$ cat src/fcce_pkg.sv
// Shared types and constants for the cluster chain engine.
package fcce_pkg;

    localparam int LINK_W = 28;
    localparam int CLUS_W = 12;
    localparam int CEXT_W = 13;

    localparam logic [1:0] OP_READ  = 2'd0;
    localparam logic [1:0] OP_WRITE = 2'd1;
    localparam logic [1:0] OP_ALLOC = 2'd2;
    localparam logic [1:0] OP_FREE  = 2'd3;

    localparam logic [1:0] ST_OK    = 2'd0;
    localparam logic [1:0] ST_FULL  = 2'd1;
    localparam logic [1:0] ST_RANGE = 2'd2;

    localparam logic [LINK_W-1:0] END_MARK = 28'hFFFFFFF;
    localparam logic [LINK_W-1:0] END_LOW  = 28'hFFFFFF8;

    localparam logic [CLUS_W-1:0] CFG_RESET  = 12'd4094;
    localparam logic [CLUS_W-1:0] HINT_RESET = 12'd2;

    typedef struct packed {
        logic [1:0]        operation;
        logic [CLUS_W-1:0] cluster;
        logic [LINK_W-1:0] link_value;
    } fcce_req_t;

    typedef struct packed {
        logic [LINK_W-1:0] result_value;
        logic [CLUS_W-1:0] freed_count;
        logic [1:0]        status;
    } fcce_rsp_t;

endpackage

$ cat src/fcce_mod_unit.sv
// Serial remainder unit: one restoring step per cycle over 12 dividend bits.
module fcce_mod_unit (
    input  logic                        clk,
    input  logic                        rst_n,
    input  logic                        go,
    input  logic [fcce_pkg::CLUS_W-1:0] dividend,
    input  logic [fcce_pkg::CLUS_W-1:0] divisor,
    output logic                        done,
    output logic [fcce_pkg::CLUS_W-1:0] remainder
);
    import fcce_pkg::*;

    localparam logic [3:0] LAST_STEP = 4'(CLUS_W - 1);

    logic              busy_reg, busy_next;
    logic              done_reg, done_next;
    logic [3:0]        step_reg, step_next;
    logic [CLUS_W-1:0] dvd_reg, dvd_next;
    logic [CLUS_W-1:0] dsr_reg, dsr_next;
    logic [CLUS_W-1:0] rem_reg, rem_next;
    logic [CLUS_W:0]   trial;

    always_comb
    begin
        busy_next = busy_reg;
        done_next = 1'b0;
        step_next = step_reg;
        dvd_next  = dvd_reg;
        dsr_next  = dsr_reg;
        rem_next  = rem_reg;
        trial     = {rem_reg, dvd_reg[CLUS_W-1]};
        if (go)
        begin
            busy_next = 1'b1;
            step_next = '0;
            dvd_next  = dividend;
            dsr_next  = divisor;
            rem_next  = '0;
        end
        else if (busy_reg)
        begin
            if (trial >= {1'b0, dsr_reg})
            begin
                rem_next = CLUS_W'(trial - {1'b0, dsr_reg});
            end
            else
            begin
                rem_next = trial[CLUS_W-1:0];
            end
            dvd_next  = {dvd_reg[CLUS_W-2:0], 1'b0};
            step_next = step_reg + 4'd1;
            if (step_reg == LAST_STEP)
            begin
                busy_next = 1'b0;
                done_next = 1'b1;
            end
        end
    end

    always_ff @(posedge clk or negedge rst_n)
    begin
        if (!rst_n)
        begin
            busy_reg <= 1'b0;
            done_reg <= 1'b0;
            step_reg <= '0;
        end
        else
        begin
            busy_reg <= busy_next;
            done_reg <= done_next;
            step_reg <= step_next;
        end
    end

    always_ff @(posedge clk)
    begin
        dvd_reg <= dvd_next;
        dsr_reg <= dsr_next;
        rem_reg <= rem_next;
    end

    assign done      = done_reg;
    assign remainder = rem_reg;

endmodule

$ cat config.mk
export PLATFORM = sky130hd
export DESIGN_NAME = fcce_mod_unit
export DESIGN_NICKNAME = d
export VERILOG_FILES = /design/src/fcce_pkg.sv /design/src/fcce_mod_unit.sv
export SDC_FILE = /design/constraint.sdc
export NUM_CORES = 1
export LEC_CHECK = 0
export BUFFER_PORTS_ARGS = -buffer_cell sky130_fd_sc_hd__buf_2
export CORE_MARGIN = 2
export CORE_UTILIZATION = 45
export CTS_CLUSTER_SIZE = 12
export DETAILED_ROUTE_END_ITERATION = 10
export GPL_ROUTABILITY_DRIVEN = 0
export HOLD_SLACK_MARGIN = 0.02
export PLACE_DENSITY = 0.66
export SYNTH_ARGS = -nofsm -noshare
export SYNTH_HDL_FRONTEND = slang
export SYNTH_SLANG_ARGS = --single-unit
$ cat constraint.sdc
create_clock -name clk -period 6.31 [get_ports clk]
set_clock_uncertainty 0.2 [all_clocks]
set_input_delay 0.631 -clock clk [delete_from_list [all_inputs] [get_ports clk]]
set_output_delay 0.631 -clock clk [all_outputs]
set_load 0.05 [all_outputs]
==> results.toml <==
[cts]
cts_hold_buffers = 1
numCtsBuffers = 5
clk-insertion-delay-late_ns = 0.29
clock_path_buffers = 2
cts.root.buffer_cell = "clkbuf_8"
post_cts_buffers = 0
tritoncts = "yes"
tritoncts_num_sinks = 42
ctsHtreeMaxLevel = 2
clock_slew_at_the_register_clock_pins_of_the_worst_setup_and_hold_paths_ns = 0.08
post_cts.resized_instances = 0

[critical_path]
worstPathRequired_ns = 6.32
crit_path_max_fanout = 3
critical-path-top-cell-by-count = "inv_1"
cp.arrival_ns = 2.73
critPathCaptureType = "register"
timing.reg2reg.setup_slack_ns = 3.59
kind_of_critical_path = "register to register"
worst-path-buf-inv = 2
cp-start-kind = "register"
r2r_start = "dvd_reg[11]"
timing.critical_path.max_delay_family = "compound AO/OA/AOI/OAI gates"
crit_start = "dvd_reg[11]"
slowest_stage = "a2111oi_0"
crit_chain = "inv_1 > ha_1 > inv_1 > fa_1 > a211oi_1 > o21bai_1 > a2111oi_0 > a21oi_1 > xnor2_1 > o31ai_1"
max_stage_delay_ns = 0.42

[drt]
first_pass_iters = 4
routedWlPerCell_um = 13.8
drt_first_iter_violations = 155
drtAntennaViolNets = 0
drt-total-wl_um = 4290
drcViolationCount = 0
drt-vias-per-instance = 5.24
vias_post_dr = 1630

[placed_design]
dp_cells = 302
dp.final_hpwl_um = 2990
portBuffers = 39

[layout]
antenna-diode-count = 0
finish.utilization_pct = 55.6
fillCellCount = 446
drive_above_1_share_pct = 27.9
nNetsFinal = 284
area_delta_synth_final_pct = 17.5
final_cells = 311

[yosys]
synth_edf_count = 24
synth.ff_latch_count = 42
yosysWarnings = 0
netlist_instances = 203
syn-num-nets = 244
synth_async_sr_flop_share_pct = 14.3
seq_area_frac_synth_pct = 48.8
yosys.cell_types.count = 50
post_synth.cell_area_avg_um2 = 11.2
synth.top_cells.by_area = "edfxtp_1 32%, dfxtp_1 11%, ha_1 7.1%"
synth_area_leader_cell = "edfxtp_1"
syn-cell-area_um2 = 2280
post-synth-top-area-fraction_pct = 31.6
yosys_most_used_dff = "edfxtp_1"

[global_route]
gr-usage-met3_pct = 4.02
met1_usage_pct = 24.6
antenna_found_initial = 0
first_pass_grt_wire_length_um = 7040
pin_count_of_the_biggest_net_entering_global_routing = 42
globalRoute.totalOverflow = 0
global_route_track_usage_on_met2_pct = 24.3
grt_pass1_vias = 1476
global_route.usage.total_pct = 16.5
top_usage_layer = "met1"

[die]
core_area_um2 = 4820
fp-row-count = 25
design.die.area_um2 = 5650
start_util_pct = 47.3
die_y_um = 75.2
fp.dieW_um = 75.2
io_pins = 40

[power_and_ir_drop]
power.clock.fraction_pct = 22.0
power.density_nw_per_um2 = 446
vdd_ir_drop_max_uv = 247
fraction_of_power_consumed_by_sequential_logic_pct = 32.3
p_leak_nw = 1.18
share_comb_of_total_power_pct = 45.8
switching_power_summed_over_all_nets_uw = 483
p_sw_share_pct = 40.5
cell_internal_pwr_uw = 709

[timing]
hold-worst-slack_ns = 0.309
clock.fmax_mhz = 368
min_period_ns = 2.72
final-max-slew-violation-count = 0
slew_headroom_pct = 29.2
worstMarginPinSlew_ns = 1.06
grt_setup_unrepaired = "no"
final_min_period_over_clock_period_pct = 43.1
setup_tns_ns = 0
report.final.hold_viol_count = 0
setup_viol = 0

[hold_path]
hp-start = "divisor[9]"
timing.hold.worst.class = "primary input to register"

[run_status]
status = "completed"

[run]
max_cap_viol_count = 0
## power groups by stage
stage | combinational [mW] | clock (mW) | sequential, mW
after detailed placement | 0.541 | 0 | 0.390
after floorplan | 0.331 | 0 | 0.497
final | 0.546 | 0.262 | 0.385
after global routing | 0.595 | 0.279 | 0.393
after global placement | 0.538 | 0 | 0.389
after CTS | 0.545 | 0.267 | 0.385
## logic make-up (layout without fill, tap and decap cells)
family,count (synthesis),in the layout,share of synthesized area [%]
AND/OR/NAND/NOR,58,58,11.9
AO/OA/AOI/OAI,42,42,16.6
flip-flops,42,42,48.8
buffers and inverters,23,64,4.12
adder cells (fa/ha/maj),14,14,8.02
multiplexers,13,13,6.32
XOR/XNOR,11,11,4.23
## path summary, 6_finish.rpt
| kind | end | cells after the start |
|---|---|---|
| min | dsr_reg[9] | 1 |
| max reg2reg | remainder[8] | 10 |
| min reg2reg | remainder[7] | 2 |
| max | remainder[8] | 10 |
| max in group asynchronous | step_reg[0] | 2 |
| min in group asynchronous | done | 2 |
## cells in the mapped netlist, drive strengths merged (3+ instances only)
cell / n
inv: 16
nand2: 19
nand4: 3
dfxtp: 12
xnor2: 9
o21ai: 5
ha: 13
nor2: 21
edfxtp: 24
a311oi: 9
clkbuf: 3
a211oi: 3
a21oi: 3
buf: 4
dfrtp: 6
mux2: 11
## through the flow
stage	total power [mW]	cell area [µm²]	worst slack, ns
final	1.19	2680	3.59
after global routing	1.27	2680	3.38
after CTS	1.20	2680	3.60
after detailed placement	0.932	2520	3.64
after global placement	0.928	2520	3.68
after floorplan	0.828	2280	3.62
## cell type report
cell class              count  area, µm²  share of cell area (%)
clock buffers               6       82.6                    3.09
clock inverters             2       60.1                    2.24
inverters                  16       60.1                    2.24
multi-input cells         138       1070                    40.1
flip-flops and latches     42       1110                    41.5
well taps                  67       83.8                    3.13
repair buffers             40        205                    7.67
## cell usage in the layout (no fill, tap or decap), types with 3 or more instances in the layout
master / count
inv_1: 16
xnor2_1: 9
buf_2: 39
nand2_1: 18
nor2_1: 21
nand4_1: 3
a21oi_1: 3
a311oi_2: 5
dfrtp_1: 6
o21ai_0: 5
mux2_2: 11
a311oi_1: 4
dfxtp_1: 12
clkbuf_8: 6
edfxtp_1: 24
ha_1: 13
## worst register-to-register path: cells and delay by family (launching register included)
kind            cells  cell delay, ns
fa+ha+maj           2            0.56
compound gates      5            1.21
buf+inv             2            0.13
xor+xnor            1            0.14
flops               1            0.39
## per-layer routing
layer | wire (µm) | vias to the layer above
met5 | 0 | -
met4 | 35 | 0
met3 | 143 | 5
met2 | 1960 | 31
met1 | 2150 | 769
li1 | - | 825
(Power assumes the default switching activity.)
